$ cat config.mk
export PLATFORM = sky130hd
export DESIGN_NAME = integer_radical_trial_division
export DESIGN_NICKNAME = d
export VERILOG_FILES = /design/src/hdl/irtd_pkg.sv /design/src/hdl/irtd_div.sv /design/src/hdl/irtd_mul.sv /design/src/hdl/irtd_dpath.sv /design/src/hdl/irtd_ctrl.sv /design/src/hdl/integer_radical_trial_division.sv
export SDC_FILE = /design/constraint.sdc
export NUM_CORES = 1
export LEC_CHECK = 0
export CORE_UTILIZATION = 55
export DETAILED_ROUTE_END_ITERATION = 16
export DONT_BUFFER_PORTS = 1
export PLACE_DENSITY = 0.71
export SLEW_MARGIN = 20
export SYNTH_ARGS = -nofsm -noshare
export SYNTH_HDL_FRONTEND = slang
export SYNTH_SLANG_ARGS = --single-unit
export TNS_END_PERCENT = 10
$ cat constraint.sdc
create_clock -name clk -period 7.5 [get_ports clk]
set_input_delay 0 -clock clk [delete_from_list [all_inputs] [get_ports clk]]
set_output_delay 0 -clock clk [all_outputs]
set_load 0.1 [all_outputs]
$ cat src/hdl/irtd_pkg.sv
// Shared command and status types for the radical-by-trial-division block
`timescale 1ns / 1ps
`default_nettype none

package irtd_pkg;

	// commands from the controller to the datapath
	typedef struct packed {
		logic load;        // capture a new value, prime the trial divisor
		logic set_two;     // radical starts at 2 for even values
		logic shift_n;     // strip one factor 2
		logic div_start;   // start a division of n by d
		logic n_take_q;    // n takes the last quotient
		logic d_next;      // advance to the next odd divisor
		logic mul_start;   // start a multiply of the product
		logic mul_sel_n;   // multiply by n instead of d
		logic prod_take;   // product takes the multiplier result
		logic out_load;    // move the result into the output register
	} cmd_t;

	// status from the datapath to the controller
	typedef struct packed {
		logic zero;        // value was zero
		logic n_even;      // remaining value is even
		logic n_gt1;       // remaining value is above one
		logic div_done;    // division finished this cycle
		logic d_gt_q;      // divisor exceeds quotient, search is over
		logic r_zero;      // divisor divides the remaining value
		logic mul_done;    // multiply finished this cycle
	} sts_t;

endpackage

`default_nettype wire

$ cat src/hdl/irtd_div.sv
// Restoring divider, one quotient bit per cycle
`timescale 1ns / 1ps
`default_nettype none

module irtd_div #(
	parameter int WIDTH = 32
) (
	input  wire logic             clk,
	input  wire logic             arst_n,
	input  wire logic             start,
	input  wire logic [WIDTH-1:0] dividend,
	input  wire logic [WIDTH-1:0] divisor,
	output logic                  done,
	output logic      [WIDTH-1:0] quotient,
	output logic      [WIDTH-1:0] remainder
);

	localparam int CNT_W = (WIDTH > 1) ? $clog2(WIDTH) : 1;
	localparam logic [CNT_W-1:0] LAST_BIT = CNT_W'(WIDTH - 1);

	logic             busy_q;
	logic             done_q;
	logic [CNT_W-1:0] cnt_q;
	logic [WIDTH-1:0] quo_q;
	logic [WIDTH-1:0] rem_q;
	logic [WIDTH-1:0] dvs_q;
	logic [WIDTH:0]   shifted;
	logic [WIDTH:0]   diff;

	// trial subtraction of the divisor from the shifted remainder
	assign shifted = {rem_q, quo_q[WIDTH-1]};
	assign diff    = shifted - {1'b0, dvs_q};

	// control: count one bit per cycle
	always_ff @(posedge clk or negedge arst_n) begin
		if (!arst_n) begin
			busy_q <= 1'b0;
			done_q <= 1'b0;
			cnt_q  <= '0;
		end else begin
			done_q <= 1'b0;
			if (start) begin
				busy_q <= 1'b1;
				cnt_q  <= LAST_BIT;
			end else if (busy_q) begin
				cnt_q <= cnt_q - CNT_W'(1);
				if (cnt_q == '0) begin
					busy_q <= 1'b0;
					done_q <= 1'b1;
				end
			end
		end
	end

	// data: quotient bits shift in as dividend bits shift out
	always_ff @(posedge clk) begin
		if (start) begin
			quo_q <= dividend;
			rem_q <= '0;
			dvs_q <= divisor;
		end else if (busy_q) begin
			if (!diff[WIDTH]) begin
				rem_q <= diff[WIDTH-1:0];
				quo_q <= {quo_q[WIDTH-2:0], 1'b1};
			end else begin
				rem_q <= shifted[WIDTH-1:0];
				quo_q <= {quo_q[WIDTH-2:0], 1'b0};
			end
		end
	end

	assign done      = done_q;
	assign quotient  = quo_q;
	assign remainder = rem_q;

endmodule

`default_nettype wire

$ cat src/hdl/irtd_mul.sv
// Shift-and-add multiplier, one multiplier bit per cycle
`timescale 1ns / 1ps
`default_nettype none

module irtd_mul #(
	parameter int WIDTH = 32
) (
	input  wire logic             clk,
	input  wire logic             arst_n,
	input  wire logic             start,
	input  wire logic [WIDTH-1:0] mcand,
	input  wire logic [WIDTH-1:0] mplier,
	output logic                  done,
	output logic      [WIDTH-1:0] product
);

	logic             busy_q;
	logic             done_q;
	logic [WIDTH-1:0] acc_q;
	logic [WIDTH-1:0] mcand_q;
	logic [WIDTH-1:0] mplier_q;

	// control: run until the multiplier is used up
	always_ff @(posedge clk or negedge arst_n) begin
		if (!arst_n) begin
			busy_q <= 1'b0;
			done_q <= 1'b0;
		end else begin
			done_q <= 1'b0;
			if (start) begin
				busy_q <= 1'b1;
			end else if (busy_q && (mplier_q == '0)) begin
				busy_q <= 1'b0;
				done_q <= 1'b1;
			end
		end
	end

	// data: the true product fits, so upper bits are dropped
	always_ff @(posedge clk) begin
		if (start) begin
			acc_q    <= '0;
			mcand_q  <= mcand;
			mplier_q <= mplier;
		end else if (busy_q) begin
			if (mplier_q[0]) begin
				acc_q <= acc_q + mcand_q;
			end
			mcand_q  <= {mcand_q[WIDTH-2:0], 1'b0};
			mplier_q <= {1'b0, mplier_q[WIDTH-1:1]};
		end
	end

	assign done    = done_q;
	assign product = acc_q;

endmodule

`default_nettype wire

$ cat src/hdl/irtd_dpath.sv
// Datapath: remaining value, trial divisor, product and result register
`timescale 1ns / 1ps
`default_nettype none

module irtd_dpath #(
	parameter int WIDTH = 32
) (
	input  wire logic                clk,
	input  wire logic                arst_n,
	input  wire irtd_pkg::cmd_t      cmd,
	output irtd_pkg::sts_t           sts,
	input  wire logic    [WIDTH-1:0] value,
	output logic         [WIDTH-1:0] radical,
	output logic                     invalid
);

	import irtd_pkg::*;

	localparam logic [WIDTH-1:0] FIRST_ODD = WIDTH'(3);
	localparam logic [WIDTH-1:0] ODD_STEP  = WIDTH'(2);
	localparam logic [WIDTH-1:0] PROD_TWO  = WIDTH'(2);
	localparam logic [WIDTH-1:0] ONE       = WIDTH'(1);

	logic [WIDTH-1:0] n_q;
	logic [WIDTH-1:0] d_q;
	logic [WIDTH-1:0] prod_q;
	logic             zero_q;
	logic [WIDTH-1:0] radical_q;
	logic             invalid_q;

	logic [WIDTH-1:0] d_plus;
	logic [WIDTH-1:0] div_dvd;
	logic [WIDTH-1:0] div_dvs;
	logic [WIDTH-1:0] div_quo;
	logic [WIDTH-1:0] div_rem;
	logic             div_done;
	logic [WIDTH-1:0] mul_by;
	logic [WIDTH-1:0] mul_prod;
	logic             mul_done;

	// operands see updates made in the same cycle as the start
	assign d_plus  = d_q + ODD_STEP;
	assign div_dvd = cmd.n_take_q ? div_quo : n_q;
	assign div_dvs = cmd.d_next ? d_plus : d_q;
	assign mul_by  = cmd.mul_sel_n ? n_q : d_q;

	irtd_div #(.WIDTH(WIDTH)) u_div (
		.clk       (clk),
		.arst_n    (arst_n),
		.start     (cmd.div_start),
		.dividend  (div_dvd),
		.divisor   (div_dvs),
		.done      (div_done),
		.quotient  (div_quo),
		.remainder (div_rem)
	);

	irtd_mul #(.WIDTH(WIDTH)) u_mul (
		.clk     (clk),
		.arst_n  (arst_n),
		.start   (cmd.mul_start),
		.mcand   (prod_q),
		.mplier  (mul_by),
		.done    (mul_done),
		.product (mul_prod)
	);

	// working registers
	always_ff @(posedge clk) begin
		if (cmd.load) begin
			n_q    <= value;
			d_q    <= FIRST_ODD;
			zero_q <= (value == '0);
			prod_q <= (value == '0) ? '0 : ONE;
		end else begin
			if (cmd.shift_n) begin
				n_q <= {1'b0, n_q[WIDTH-1:1]};
			end else if (cmd.n_take_q) begin
				n_q <= div_quo;
			end
			if (cmd.d_next) begin
				d_q <= d_plus;
			end
			if (cmd.set_two) begin
				prod_q <= PROD_TWO;
			end else if (cmd.prod_take) begin
				prod_q <= mul_prod;
			end
		end
	end

	// output register for the finished transaction
	always_ff @(posedge clk) begin
		if (cmd.out_load) begin
			radical_q <= prod_q;
			invalid_q <= zero_q;
		end
	end

	assign sts.zero     = zero_q;
	assign sts.n_even   = ~n_q[0];
	assign sts.n_gt1    = (n_q > ONE);
	assign sts.div_done = div_done;
	assign sts.d_gt_q   = (d_q > div_quo);
	assign sts.r_zero   = (div_rem == '0);
	assign sts.mul_done = mul_done;

	assign radical = radical_q;
	assign invalid = invalid_q;

endmodule

`default_nettype wire

$ cat src/hdl/irtd_ctrl.sv
// Controller state machine for the trial-division sequence
`timescale 1ns / 1ps
`default_nettype none

module irtd_ctrl (
	input  wire logic           clk,
	input  wire logic           arst_n,
	input  wire logic           src_valid,
	output logic                src_stall,
	output logic                res_valid,
	input  wire logic           res_stall,
	output irtd_pkg::cmd_t      cmd,
	input  wire irtd_pkg::sts_t sts
);

	import irtd_pkg::*;

	typedef enum logic [5:0] {
		ST_IDLE  = 6'b000001,
		ST_START = 6'b000010,
		ST_STRIP = 6'b000100,
		ST_DIV   = 6'b001000,
		ST_MUL   = 6'b010000,
		ST_DONE  = 6'b100000
	} state_t;

	state_t state_q;
	state_t state_d;
	logic   strip_q;      // current divisor already found, dividing it out
	logic   strip_d;
	logic   final_q;      // multiply in flight is the last one
	logic   final_d;
	logic   res_valid_q;
	logic   out_free;

	assign out_free  = !res_valid_q || !res_stall;
	assign src_stall = (state_q != ST_IDLE);
	assign res_valid = res_valid_q;

	// next state and commands
	always_comb begin
		state_d = state_q;
		strip_d = strip_q;
		final_d = final_q;
		cmd     = '0;
		unique case (state_q)
			ST_IDLE: begin
				if (src_valid) begin
					cmd.load = 1'b1;
					strip_d  = 1'b0;
					final_d  = 1'b0;
					state_d  = ST_START;
				end
			end
			ST_START: begin
				if (sts.zero) begin
					state_d = ST_DONE;
				end else if (sts.n_even) begin
					cmd.set_two = 1'b1;
					state_d     = ST_STRIP;
				end else begin
					cmd.div_start = 1'b1;
					state_d       = ST_DIV;
				end
			end
			ST_STRIP: begin
				if (sts.n_even) begin
					cmd.shift_n = 1'b1;
				end else begin
					cmd.div_start = 1'b1;
					state_d       = ST_DIV;
				end
			end
			ST_DIV: begin
				if (sts.div_done) begin
					if (strip_q) begin
						// keep dividing out the found factor
						cmd.div_start = 1'b1;
						if (sts.r_zero) begin
							cmd.n_take_q = 1'b1;
						end else begin
							cmd.d_next = 1'b1;
							strip_d    = 1'b0;
						end
					end else if (sts.d_gt_q) begin
						// leftover above one is a prime of its own
						if (sts.n_gt1) begin
							cmd.mul_start = 1'b1;
							cmd.mul_sel_n = 1'b1;
							final_d       = 1'b1;
							state_d       = ST_MUL;
						end else begin
							state_d = ST_DONE;
						end
					end else if (sts.r_zero) begin
						cmd.mul_start = 1'b1;
						cmd.n_take_q  = 1'b1;
						strip_d       = 1'b1;
						state_d       = ST_MUL;
					end else begin
						cmd.div_start = 1'b1;
						cmd.d_next    = 1'b1;
					end
				end
			end
			ST_MUL: begin
				if (sts.mul_done) begin
					cmd.prod_take = 1'b1;
					if (final_q) begin
						state_d = ST_DONE;
					end else begin
						cmd.div_start = 1'b1;
						state_d       = ST_DIV;
					end
				end
			end
			ST_DONE: begin
				if (out_free) begin
					cmd.out_load = 1'b1;
					state_d      = ST_IDLE;
				end
			end
			default: begin
				state_d = ST_IDLE;
			end
		endcase
	end

	// state and output valid
	always_ff @(posedge clk or negedge arst_n) begin
		if (!arst_n) begin
			state_q     <= ST_IDLE;
			strip_q     <= 1'b0;
			final_q     <= 1'b0;
			res_valid_q <= 1'b0;
		end else begin
			state_q <= state_d;
			strip_q <= strip_d;
			final_q <= final_d;
			if (cmd.out_load) begin
				res_valid_q <= 1'b1;
			end else if (!res_stall) begin
				res_valid_q <= 1'b0;
			end
		end
	end

endmodule

`default_nettype wire

$ cat src/hdl/integer_radical_trial_division.sv
// Top level: radical of an unsigned integer by trial division
// Work: the bit-serial divider runs one division per trial divisor and one per factor removed,
// plus a shift-and-add multiply for each odd prime found.
// Handshake: one transaction at a time; the next is taken while a result waits.
// Reset: arst_n clears the controller and output valid, payload is not reset.
`timescale 1ns / 1ps
`default_nettype none

module integer_radical_trial_division #(
	parameter int WIDTH = 32
) (
	input  wire logic             clk,
	input  wire logic             arst_n,
	input  wire logic             src_valid,
	output logic                  src_stall,
	input  wire logic [WIDTH-1:0] value,
	output logic                  res_valid,
	input  wire logic             res_stall,
	output logic      [WIDTH-1:0] radical,
	output logic                  invalid
);

	import irtd_pkg::*;

	cmd_t cmd;
	sts_t sts;

	irtd_ctrl u_ctrl (
		.clk       (clk),
		.arst_n    (arst_n),
		.src_valid (src_valid),
		.src_stall (src_stall),
		.res_valid (res_valid),
		.res_stall (res_stall),
		.cmd       (cmd),
		.sts       (sts)
	);

	irtd_dpath #(.WIDTH(WIDTH)) u_dpath (
		.clk     (clk),
		.arst_n  (arst_n),
		.cmd     (cmd),
		.sts     (sts),
		.value   (value),
		.radical (radical),
		.invalid (invalid)
	);

endmodule

`default_nettype wire
==> impl_metrics.tcl, run 1 <==
set metrics [dict create \
    rows 66 \
    cts.root.buffer_cell "sky130_fd_sc_hd__clkbuf_16" \
    yosys_most_used_dff "sky130_fd_sc_hd__edfxtp_1" \
    grt_antenna_before_repair 1 \
    worst_skew_pair.late_latency_ns 0.54 \
    htreeDepth 2 \
    power_density_nw_per_um2 343 \
    setup_viol 0 \
    grtUsageTotal_pct 26.4 \
    first_global_vias 13436 \
    ff2ff_setup_slack_ns 2.83 \
    dpl.hpwl_mm 30.0 \
    regArea_um2 8790 \
    synthesis.area_per_instance_um2 10.2 \
    synthesis.area_um2 18100 \
    syn_nets 1917 \
    timing.critical_path.fanout_max 48 \
    clk_transition_reported_paths_ns 0.06 \
    synth-async-reset-ratio_pct 5.33 \
    maxCapViolations 0 \
    timing.critical_path.mode_cell "sky130_fd_sc_hd__buf_4" \
    die_h_um 184 \
    multi_input_area_um2 8670 \
    initial_core_util_pct 55.8 \
    number_of_vias_after_detailed_routing 13674 \
    numPortBuffers 0 \
    critical_path.max_stage_delay_ns 0.61 \
    die_ar_um2 33700 \
    totalWireLength_mm 43.3 \
    worst-endpoint-required_ns 7.66 \
    drt_drc_violations_left 0 \
    synth_cell_type_count 81 \
    routed_via_density 6.02 \
    final_core_utilization_pct 62.2 \
    grt-ovfl-total 0 \
    fin_tns_setup_ns 0 \
    antenna_left 0 \
    clock_sinks 338 \
    vdd_ir_drop_max_mv 0.271 \
    crit_slowest_cell "sky130_fd_sc_hd__buf_4" \
    finalClockSkew_ns 0.0280 \
    tightest_slew_ns 1.06 \
    fillCellCount 2617 \
    timing.final.max_slew_violations 0 \
    place_worst_setup_slack_ns 2.82 \
    grt_pass1_wl_mm 70.9 \
    synth-seq-area-share_pct 48.5 \
    timing_worst_setup_path_type "reg -> reg" \
    setup.worst_path.start_class "register" \
    weighted_congestion_at_the_end_of_routability_driven_global_placement 0.927 \
    placed_cells_incl_taps 2162 \
    outcome "finished clean" \
    hp-class "in -> async" \
    yosys_warnings 0 \
    dr.first_iter.drc_count 967 \
    boundaryPins 71 \
    tritoncts_clock_tree "built" \
    firstDrtPassIters 7 \
    cts-root-to-sink-buffers 3 \
    setup_ws_ns 2.83 \
    stdcell_count 2270 \
    final_routed_wire_length_divided_by_cell_count_um 19.1 \
    fin_nets 1932 \
    share_of_final_layout_standard_cells_stronger_than_drive_strength_1_pct 5.75 \
    syn_to_layout_area_delta_pct 11.4 \
    grt_setup_unrepaired "false" \
    min_period_over_period_pct 62.3 \
    final.min_clock_period_ns 4.67 \
    cts.repair.resized 0 \
    synth_edf_count 193 \
    critPathArrivalTime_ns 4.83 \
    end_kind "register" \
    max_freq_mhz 214 \
    reg2regPathDepth 10 \
    grt_start_max_net_pins 91 \
    seq_cells_post_synth 338 \
    report.final.hold_viol_count 0 \
    normalized_max_slew_margin_pct 29.5 \
    r2r-end "u_dpath.u_mul.mplier_q[24]$_DFFE_PP_" \
    p_leak_uw 0.00816 \
    post_synth_inst_count 1783 \
    list_of_cells_traversed_by_the_critical_path "inv_1 > ha_1 > nand4_1 > nor4_1 > o211ai_1 > a2111oi_4 > buf_4 > nor2_1 > nand2_2 > buf_4" \
    die_width_um 184 \
    worst_r2r_startpoint "u_dpath.u_div.quotient[31]$_DFFE_PP_" \
    design.core.area_um2 32500 \
    numCtsBuffers 38 \
]
-- flip-flops by register name, summed over array words and instances (netlist names), 5 cells and up --
name / cells
u_dpath.n_q: 32
u_dpath.prod_q: 32
u_dpath.radical: 32
u_dpath.u_div.quotient: 32
u_dpath.u_div.remainder: 32
u_dpath.u_mul.mcand_q: 32
u_dpath.u_mul.mplier_q: 32
u_dpath.u_mul.product: 32
u_dpath.d_q: 31
u_dpath.u_div.dvs_q: 31
u_ctrl.state_q: 6
u_dpath.u_div.cnt_q: 5
-- cell usage in the layout (no fill, tap or decap), types with 9 or more instances in the layout --
cell type,netlist,layout
sky130_fd_sc_hd__a211oi_1,36,36
sky130_fd_sc_hd__a21o_1,54,54
sky130_fd_sc_hd__a21oi_1,156,154
sky130_fd_sc_hd__a22oi_1,32,32
sky130_fd_sc_hd__a31oi_1,9,9
sky130_fd_sc_hd__and2_1,63,63
sky130_fd_sc_hd__buf_4,3,15
sky130_fd_sc_hd__clkbuf_16,0,38
sky130_fd_sc_hd__dfrtp_1,17,16
sky130_fd_sc_hd__dfxtp_1,127,127
sky130_fd_sc_hd__dlygate4sd3_1,0,36
sky130_fd_sc_hd__edfxtp_1,193,193
sky130_fd_sc_hd__ha_1,96,96
sky130_fd_sc_hd__inv_1,97,97
sky130_fd_sc_hd__mux2_1,30,30
sky130_fd_sc_hd__mux2i_1,83,83
sky130_fd_sc_hd__nand2_1,87,86
sky130_fd_sc_hd__nand2b_1,15,15
sky130_fd_sc_hd__nand3_1,26,26
sky130_fd_sc_hd__nand4_1,29,29
sky130_fd_sc_hd__nor2_1,165,165
sky130_fd_sc_hd__nor3_1,35,34
sky130_fd_sc_hd__nor4_1,42,42
sky130_fd_sc_hd__o211ai_1,10,10
sky130_fd_sc_hd__o21a_1,13,13
sky130_fd_sc_hd__o21ai_0,67,67
sky130_fd_sc_hd__o21ai_1,12,11
sky130_fd_sc_hd__or4_1,9,9
sky130_fd_sc_hd__xnor2_1,45,45
sky130_fd_sc_hd__xor2_1,36,36
-- logic make-up (layout without fill, tap and decap cells) --
group / after synthesis / count (layout) / synth area share (%)
and+or+nand+nor: 521 / 521 / 14.5
AOI/OAI and AO/OA: 448 / 448 / 15.7
DFF: 338 / 338 / 48.5
buffers and inverters: 182 / 226 / 3.98
muxes: 114 / 114 / 6.51
adders and majority gates: 98 / 98 / 6.85
xor gates and xnor gates: 82 / 82 / 4.00
other: 0 / 1 / 0
-- timing repair --
| action | in CTS | in global routing |
|---|---|---|
| hold endpoints to repair | 92 | 0 |
| setup endpoints to repair | 0 | 0 |
| buffers inserted | 0 | 0 |
| hold buffers | 36 | 0 |
-- Yosys cell counts, drive strengths merged (4+ instances only) --
cell     number  area share, %
nor2b         8           0.28
o21ai        79            2.2
a22oi        32            1.3
mux2         31            1.9
nor4         42            1.5
and2         63            2.2
a21oi       157            4.4
a21boi        6           0.25
nor3         36            1.0
nand3b        6           0.25
clkbuf       53            1.1
o21bai        7           0.29
nand3        26           0.72
edfxtp      193             32
dfxtp       127             14
a31oi         9           0.31
nand4        29            1.0
ha           96            6.6
nor3b         4           0.17
buf          27           0.77
mux2i        83            4.6
a211oi       36            1.5
o211ai       10           0.41
o21a         13           0.54
o31a          4           0.19
dfrtp        17            2.3
xor2         36            1.7
nor2        166            3.5
or2           5           0.17
xnor2        46            2.3
nor4b         4           0.23
a21o         54            2.2
or4          10           0.43
nand2b       15           0.52
and3          6           0.21
or3           8           0.28
o31ai         8           0.33
inv         101            2.1
a2111oi       4           0.34
nand2        87            1.8
o22ai         7           0.24
-- worst max-delay path: cells and delay by family, from the launching register on --
kind / cells / cell delay (ns)
flip-flops: 1 / 0.46
adder cells (fa/ha/maj): 1 / 0.29
buffers and inverters: 3 / 1.25
AO/OA/AOI/OAI: 2 / 0.76
AND/OR/NAND/NOR: 4 / 1.47
-- per-stage QoR --
stage                     power [uW]  hold slack (ns)  area (um^2)
after floorplan                 4500           -0.296        18100
after global placement          4990           -0.293        18500
after detailed placement        5050           -0.293        18500
after CTS                       6940           0.0499        20100
after global routing            7350           0.0924        20200
final                           6930           0.0460        20200
-- per-layer routing --
metal	track usage, %	routed length [um]	vias to the layer above
met5	0	0	-
met4	11.2	1620	0
met3	3.55	2320	108
met2	43.8	20500	424
met1	34.8	18800	6548
li1	-	-	6594
-- where the power goes --
part	leakage (uW)	internal, uW	switching, uW	total (uW)
Sequential	0.00312	2420	415	2840
Clock	0.000606	1100	749	1850
Combinational	0.00444	915	1330	2240
-- area by class of cell --
cell class | count | share of cell area [%]
flip-flops and latches | 338 | 43.5
multi-input cells | 1263 | 42.9
clock buffers | 48 | 4.99
repair buffers | 55 | 2.74
well taps | 442 | 2.74
inverters | 102 | 1.90
clock inverters | 21 | 1.15
diodes | 1 | 0.0124
-- worst max-delay path by stage --
stage                                                    start                                endpoint  cells after the start
after floorplan           u_dpath.u_div.quotient[31]$_DFFE_PP_  u_dpath.u_mul.mcand_q[0]$_SDFFCE_PN0P_                      9
after global placement     u_dpath.u_div.quotient[9]$_DFFE_PP_    u_dpath.u_div.quotient[29]$_DFFE_PP_                     11
after detailed placement  u_dpath.u_div.quotient[31]$_DFFE_PP_    u_dpath.u_mul.mplier_q[10]$_DFFE_PP_                     10
after CTS                 u_dpath.u_div.quotient[31]$_DFFE_PP_     u_dpath.u_mul.mplier_q[6]$_DFFE_PP_                     10
after global routing      u_dpath.u_div.quotient[31]$_DFFE_PP_    u_dpath.u_mul.mplier_q[24]$_DFFE_PP_                     10
final                     u_dpath.u_div.quotient[31]$_DFFE_PP_    u_dpath.u_mul.mplier_q[24]$_DFFE_PP_                     10
Note: power is estimated with default switching activity, not from simulation.
==> run 2: changes to the inputs <==
PLACE_DENSITY = 0.74   (was 0.71)
clock period = 3.9 ns   (was 7.5 ns; I/O delays follow)
==> run 2 against run 1 <==
  * Combinational power is 94% higher
  * Power is 95% higher
  * First-iteration DRC count increased by 11%
  * Fmax up 28%
  * Worst setup slack got worse by 2.6 ns
  * Sequential share of layout area fell by 0.71 points
  * Global-route usage decreased by 0.11 points
  * Final cell count increased by 1.1%
  * Cell area grew 1.7%
  * Hold slack got worse by 0.013 ns
  * Largest power group unchanged
==> impl_metrics.tcl, run 2 (same netlist as run 1, synthesis figures left out) <==
set metrics [dict create \
    cts.repair.resized 0 \
    timing_worst_setup_path_type "reg -> reg" \
    drt_drc_violations_left 0 \
    fillCellCount 2551 \
    final_routed_wire_length_divided_by_cell_count_um 19.0 \
    die_h_um 184 \
    fin_tns_setup_ns 0 \
    crit_slowest_cell "sky130_fd_sc_hd__o211ai_1" \
    ff2ff_setup_slack_ns 0.26 \
    hp-class "in -> async" \
    final_core_utilization_pct 63.3 \
    setup.worst_path.start_class "register" \
    grtUsageTotal_pct 26.3 \
    fin_nets 1960 \
    cts-root-to-sink-buffers 3 \
    cts.root.buffer_cell "sky130_fd_sc_hd__clkbuf_16" \
    route.met3.wl_mm 2.12 \
    most_frequent_standard_cell_in_the_layout_excluding_fill_and_tap_cells "sky130_fd_sc_hd__edfxtp_1" \
    combPwrFrac_pct 32.0 \
    worst_skew_pair.late_latency_ns 0.53 \
    power_switching_share_pct 35.6 \
    pwr-share-seq_pct 40.6 \
    top_signal_layer_used "met4" \
    tightest_slew_ns 1.05 \
    report.final.hold_viol_count 0 \
    share_of_final_layout_standard_cells_stronger_than_drive_strength_1_pct 7.55 \
    maxCapViolations 0 \
    r2r-end "u_dpath.u_mul.mplier_q[17]$_DFFE_PP_" \
    final.min_clock_period_ns 3.64 \
    antenna_left 0 \
    grt-ovfl-total 0 \
    die_ar_um2 33700 \
    initial_core_util_pct 55.8 \
    weighted_congestion_at_the_end_of_routability_driven_global_placement 0.921 \
    clock_sinks 338 \
    tritoncts_clock_tree "built" \
    numCtsBuffers 37 \
    p_leak_uw 0.00836 \
    normalized_max_slew_margin_pct 30.0 \
    end_kind "register" \
    numPortBuffers 0 \
    worst_r2r_startpoint "u_dpath.u_div.quotient[9]$_DFFE_PP_" \
    routed_via_density 5.99 \
    critPathCapture "u_dpath.u_mul.mplier_q[17]$_DFFE_PP_" \
    p_switching_uw 4830 \
    syn_to_layout_area_delta_pct 13.3 \
    list_of_cells_traversed_by_the_critical_path "inv_1 > ha_1 > a21o_1 > a21o_1 > a211oi_1 > o31ai_1 > o211ai_1 > and4_1 > or2_4 > buf_12 > buf_4 > nor2_1 > a21oi_1" \
    detail_route.wirelength.met1_mm 18.6 \
    boundaryPins 71 \
    finalClockSkew_ns 0.0168 \
    worst-endpoint-required_ns 4.28 \
    critPathArrivalTime_ns 4.02 \
    p_int_uw 8710 \
    critical_path.startpoint "u_dpath.u_div.quotient[9]$_DFFE_PP_" \
    grt_pass1_wl_mm 70.8 \
    setup_viol 0 \
    count_of_inserted_antenna_diode_cells 0 \
    critical_path.max_stage_delay_ns 0.64 \
    dr.first_iter.drc_count 1069 \
    outcome "finished clean" \
    grt_start_max_net_pins 75 \
    dpl.hpwl_mm 30.5 \
    totalWireLength_mm 43.7 \
    mostFrequentLayoutCells "sky130_fd_sc_hd__edfxtp_1, sky130_fd_sc_hd__nor2_1, sky130_fd_sc_hd__a21oi_1" \
    wl_met2_mm 21.2 \
    rows 66 \
    max_freq_mhz 275 \
    number_of_vias_after_detailed_routing 13761 \
    grt_setup_unrepaired "false" \
    die_width_um 184 \
    clk_transition_reported_paths_ns 0.06 \
    design.core.area_um2 32500 \
    first_global_vias 13468 \
    timing.critical_path.mode_cell "sky130_fd_sc_hd__a21o_1" \
    htreeDepth 2 \
    reg2regPathDepth 13 \
    min_period_over_period_pct 93.4 \
    timing.critical_path.fanout_max 27 \
    grt_antenna_before_repair 0 \
    power_density_nw_per_um2 659 \
    clock_power_share_pct 27.4 \
    vdd_ir_drop_max_mv 0.454 \
    timing.final.max_slew_violations 0 \
    firstDrtPassIters 5 \
]
[run 2: area by class of cell]
| cell class | instances | area, um^2 | area share [%] |
|---|---|---|---|
| clock buffer | 51 | 1090 | 5.31 |
| clock inverter | 16 | 213 | 1.04 |
| inverter | 102 | 383 | 1.86 |
| tap | 442 | 553 | 2.69 |
| timing repair buffer | 84 | 828 | 4.03 |
| sequential | 338 | 8790 | 42.8 |
| multi-input combinational | 1263 | 8670 | 42.2 |
[run 2: worst min-delay path by stage]
stage	slack (ns)	endpoint
2_1_floorplan	-0.30	u_ctrl.final_q$_DFFE_PN0P_
3_3_place_gp	-0.29	u_dpath.u_mul.busy_q$_DFFE_PN0P_
3_5_place_dp	-0.29	u_dpath.u_mul.busy_q$_DFFE_PN0P_
4_1_cts	0.05	u_dpath.u_mul.busy_q$_DFFE_PN0P_
5_1_grt	0.11	u_dpath.u_mul.busy_q$_DFFE_PN0P_
6_report	0.03	u_dpath.u_mul.busy_q$_DFFE_PN0P_
[run 2: metrics by stage]
| stage | cells | total power [uW] | setup WS (ns) | hold WS (ns) | instance area, um^2 |
|---|---|---|---|---|---|
| finish | 2296 | 13500 | 0.259 | 0.0334 | 20500 |
| global route | 2296 | 14300 | 0.122 | 0.105 | 20500 |
| CTS | 2295 | 13600 | 0.292 | 0.0550 | 20500 |
| detailed placement | 2192 | 9780 | 0.391 | -0.293 | 18900 |
| global placement | 2192 | 9640 | 0.440 | -0.293 | 18900 |
| floorplan | 1783 | 8650 | 0.314 | -0.296 | 18100 |
[run 2: critical path, delay by kind of cell (launching register included)]
kind	cells	cell delay, ns
buffers and inverters	3	0.54
adder cells (fa/ha/maj)	1	0.32
flip-flops	1	0.37
AO/OA/AOI/OAI	6	1.51
AND/OR/NAND/NOR	3	0.71
[run 2: what timing repair did]
action / 4_1_cts / 5_1_grt
buffers inserted: 0 / 0
hold endpoints to repair: 97 / 0
hold buffers: 36 / 0
[run 2: per-layer routing]
| layer | vias up | track usage, % |
|---|---|---|
| met5 | - | 0 |
| met4 | 0 | 10.5 |
| met3 | 125 | 3.80 |
| met2 | 434 | 45.9 |
| met1 | 6574 | 32.8 |
| li1 | 6628 | - |
[run 2: power groups by stage]
stage	Sequential [uW]	Clock, uW	Combinational (uW)
6_report	5490	3710	4340
5_1_grt	5580	3890	4810
4_1_cts	5470	3740	4340
3_5_place_dp	5540	0	4240
3_3_place_gp	5520	0	4120
2_1_floorplan	5250	0	3400
==> run 3: changes to the inputs <==
ABC_AREA = 1   (was not set)
GPL_TIMING_DRIVEN = 0   (was not set)
==> run 3 against run 2 <==
  * Area after synthesis grew 15%
  * Register-to-register slack better by 0.03 ns
  * Critical endpoint is now u_dpath.u_div.quotient[11]$_DFFE_PP_
  * First-iteration DRC count up 68%
  * Highest routed layer is now met5
  * Clock power down 2%
  * Clock skew grew 0.015 ns
  * Non-clock buffer count increased by 48
  * Routed wire length is 42% higher
  * Worst setup slack improved by 0.026 ns
  * Clock-buffer cell count unchanged
==> impl_metrics.tcl, run 3 <==
set metrics [dict create \
    outcome "finished clean" \
    tightest_slew_ns 0.959 \
    number_of_vias_after_detailed_routing 19181 \
    final_core_utilization_pct 62.7 \
    reg2regPathDepth 16 \
    synth_simple_gate_area_share_pct 32.9 \
    p_leak_uw 0.0110 \
    end_kind "register" \
    critPathCapture "u_dpath.u_div.quotient[11]$_DFFE_PP_" \
    timing.critical_path.fanout_max 20 \
    cts.root.buffer_cell "sky130_fd_sc_hd__clkbuf_16" \
    grt-ovfl-total 0 \
    synth.top_cells.by_count "sky130_fd_sc_hd__nand2_1, sky130_fd_sc_hd__inv_1, sky130_fd_sc_hd__nor2_1, sky130_fd_sc_hd__nand3_1, sky130_fd_sc_hd__edfxtp_1" \
    min_period_over_period_pct 92.7 \
    post_synth_fa_ha_maj_area_fraction_pct 5.98 \
    boundaryPins 71 \
    final_routed_wire_length_divided_by_cell_count_um 17.6 \
    synth_xor_xnor_area_share_pct 2.32 \
    design.core.area_um2 36900 \
    grt_start_max_net_pins 51 \
    share_of_final_layout_standard_cells_stronger_than_drive_strength_1_pct 4.86 \
    timing.final.max_slew_violations 0 \
    numCtsBuffers 38 \
    critPathArrivalTime_ns 3.93 \
    synth_edf_count 193 \
    drt_drc_violations_left 0 \
    final.min_clock_period_ns 3.62 \
    totalWireLength_mm 61.9 \
    power_density_nw_per_um2 567 \
    yosys_warnings 0 \
    firstDrtPassIters 6 \
    post-synth-top-count-cell "sky130_fd_sc_hd__nand2_1" \
    critical_path.startpoint "u_dpath.u_div.quotient[31]$_DFFE_PP_" \
    die_ar_um2 38500 \
    synth-seq-area-share_pct 42.3 \
    netlist_top_cells_area "sky130_fd_sc_hd__edfxtp_1, sky130_fd_sc_hd__nand2_1, sky130_fd_sc_hd__dfxtp_1" \
    dr.first_iter.drc_count 1801 \
    normalized_max_slew_margin_pct 35.4 \
    syn_to_layout_area_delta_pct 11.4 \
    fin_tns_setup_ns 0 \
    htreeDepth 2 \
    ff2ff_setup_slack_ns 0.28 \
    yosys_most_used_dff "sky130_fd_sc_hd__edfxtp_1" \
    initial_core_util_pct 56.3 \
    synthesis.area_per_instance_um2 7.17 \
    seq_cells_post_synth 338 \
    r2r-end "u_dpath.u_div.quotient[11]$_DFFE_PP_" \
    syn_nets 3031 \
    grt_antenna_before_repair 1 \
    yosys.area.top_type_share_pct 27.9 \
    weighted_congestion_at_the_end_of_routability_driven_global_placement 0.992 \
    die_width_um 196 \
    count_of_inserted_antenna_diode_cells 0 \
    placedInstanceArea_um2 21500 \
    grt_pass1_wl_mm 97.7 \
    synthesis.area_um2 20800 \
    mostFrequentLayoutCells "sky130_fd_sc_hd__nand2_1, sky130_fd_sc_hd__inv_1, sky130_fd_sc_hd__nor2_1" \
    synth_cell_type_count 46 \
    final_design_area_no_fill_um2 23100 \
    synth_compound_gate_area_share_pct 7.52 \
    most_frequent_standard_cell_in_the_layout_excluding_fill_and_tap_cells "sky130_fd_sc_hd__nand2_1" \
    cts-root-to-sink-buffers 3 \
    hp-class "in -> async" \
    place_worst_setup_slack_ns -0.0639 \
    worst_skew_pair.late_latency_ns 0.58 \
    timing_worst_setup_path_type "reg -> reg" \
    die_h_um 196 \
    finalClockSkew_ns 0.0321 \
    report.final.hold_viol_count 0 \
    maxCapViolations 0 \
    first_global_vias 18262 \
    post_synth_inst_count 2897 \
    synth-async-reset-ratio_pct 5.33 \
    synth.area.mux_share_pct 0 \
    vdd_ir_drop_max_mv 0.501 \
    setup_viol 0 \
    power.total_uw 13100 \
    grt_setup_unrepaired "false" \
    clock_sinks 338 \
    setup_ws_ns 0.285 \
    fillCellCount 3304 \
    numPortBuffers 0 \
    max_freq_mhz 277 \
    dpl.hpwl_mm 47.9 \
    clk_transition_reported_paths_ns 0.06 \
    main_combinational_cell_family_by_area_after_synthesis "simple AND/OR/NAND/NOR gates" \
    worst-endpoint-required_ns 4.21 \
    grtUsageTotal_pct 32.7 \
    rows 70 \
    synth_top_area_cell "sky130_fd_sc_hd__edfxtp_1" \
    tritoncts_clock_tree "built" \
    worst_r2r_startpoint "u_dpath.u_div.quotient[31]$_DFFE_PP_" \
    setup.worst_path.start_class "register" \
    routed_via_density 5.46 \
    fin_nets 3111 \
    antenna_left 0 \
]
## run 3: cell count changes in the layout (fill, tap and decap cells not counted), sizes merged, moves of 32 or more
cell	before	now
nand2	87	1100
nand3	26	200
and2	63	3
a22oi	32	0
a211oi	36	0
nor2	166	230
inv	104	369
clkbuf	51	90
mux2i	83	0
a21o	54	6
## run 3: worst min path at each step
stage / depth (start not counted) / slack (ns) / start / to
floorplan: 0 / -0.30 / arst_n / u_ctrl.final_q$_DFFE_PN0P_
global placement: 0 / -0.29 / arst_n / u_dpath.u_div.busy_q$_DFF_PN0_
detailed placement: 0 / -0.29 / arst_n / u_dpath.u_div.busy_q$_DFF_PN0_
CTS: 1 / 0.01 / arst_n / u_ctrl.state_q[2]$_DFFE_PN0P_
global route: 1 / 0.06 / arst_n / u_dpath.u_mul.busy_q$_DFFE_PN0P_
finish: 1 / 0.002 / arst_n / u_dpath.u_mul.done$_DFF_PN0_
## run 3: cell type report
| cell class | count | area [um^2] | share of cell area, % |
|---|---|---|---|
| Clock inverter | 19 | 201 | 0.871 |
| Inverter | 368 | 1380 | 5.97 |
| Buffer | 92 | 477 | 2.06 |
| Multi-Input combinational cell | 2099 | 10100 | 43.8 |
| Clock buffer | 51 | 1050 | 4.54 |
| Timing Repair Buffer | 40 | 460 | 1.99 |
| Sequential cell | 338 | 8790 | 38.0 |
| Tap cell | 504 | 631 | 2.73 |
## run 3: what timing repair did
| action | 4_1_cts | 5_1_grt |
|---|---|---|
| buffers inserted | 0 | 1 |
| setup endpoints to repair | 51 | 101 |
| resized for setup | 2 | 0 |
| hold buffers | 35 | 0 |
| hold endpoints to repair | 72 | 0 |
## run 3: layer usage
metal	global-route usage, %	routed length [um]	vias up
li1	-	-	9484
met1	46.3	28400	8858
met2	50.8	26800	711
met3	4.14	4410	126
met4	13.2	2270	2
met5	0	10	-
## run 3: cells by family after synthesis
kind of cell	count (synthesis)
compound gates	294
flops	338
simple gates	1652
fa+ha+maj	98
buf+inv	460
xor+xnor	55
## run 3: critical path, stage by stage, from the launching register on
cell	delay, ns
sky130_fd_sc_hd__edfxtp_1	0.41
sky130_fd_sc_hd__inv_1	0.14
sky130_fd_sc_hd__ha_1	0.32
sky130_fd_sc_hd__nand2_1	0.07
sky130_fd_sc_hd__nor2_1	0.14
sky130_fd_sc_hd__and2_1	0.18
sky130_fd_sc_hd__nand3_1	0.09
sky130_fd_sc_hd__nor2_2	0.16
sky130_fd_sc_hd__nand2_1	0.13
sky130_fd_sc_hd__nand2_2	0.14
sky130_fd_sc_hd__nand3_4	0.15
sky130_fd_sc_hd__nand3_2	0.20
sky130_fd_sc_hd__nand2_1	0.24
sky130_fd_sc_hd__inv_1	0.18
sky130_fd_sc_hd__buf_2	0.30
sky130_fd_sc_hd__nand2_4	0.23
sky130_fd_sc_hd__buf_16	0.25
## run 3: power by group
| group | internal (uW) | total (uW) | leakage (uW) | switching (uW) |
|---|---|---|---|---|
| Combinational | 1340 | 4220 | 0.00731 | 2880 |
| Clock | 2110 | 3630 | 0.000611 | 1530 |
| Sequential | 4670 | 5260 | 0.00305 | 594 |
## run 3: metrics by stage
| stage | hold slack [ns] | instances |
|---|---|---|
| 3_5_place_dp | -0.293 | 3405 |
| 4_1_cts | 0.0133 | 3510 |
| 3_3_place_gp | -0.293 | 3401 |
| 6_report | 0.00160 | 3511 |
| 5_1_grt | 0.0631 | 3511 |
| 2_1_floorplan | -0.296 | 2897 |
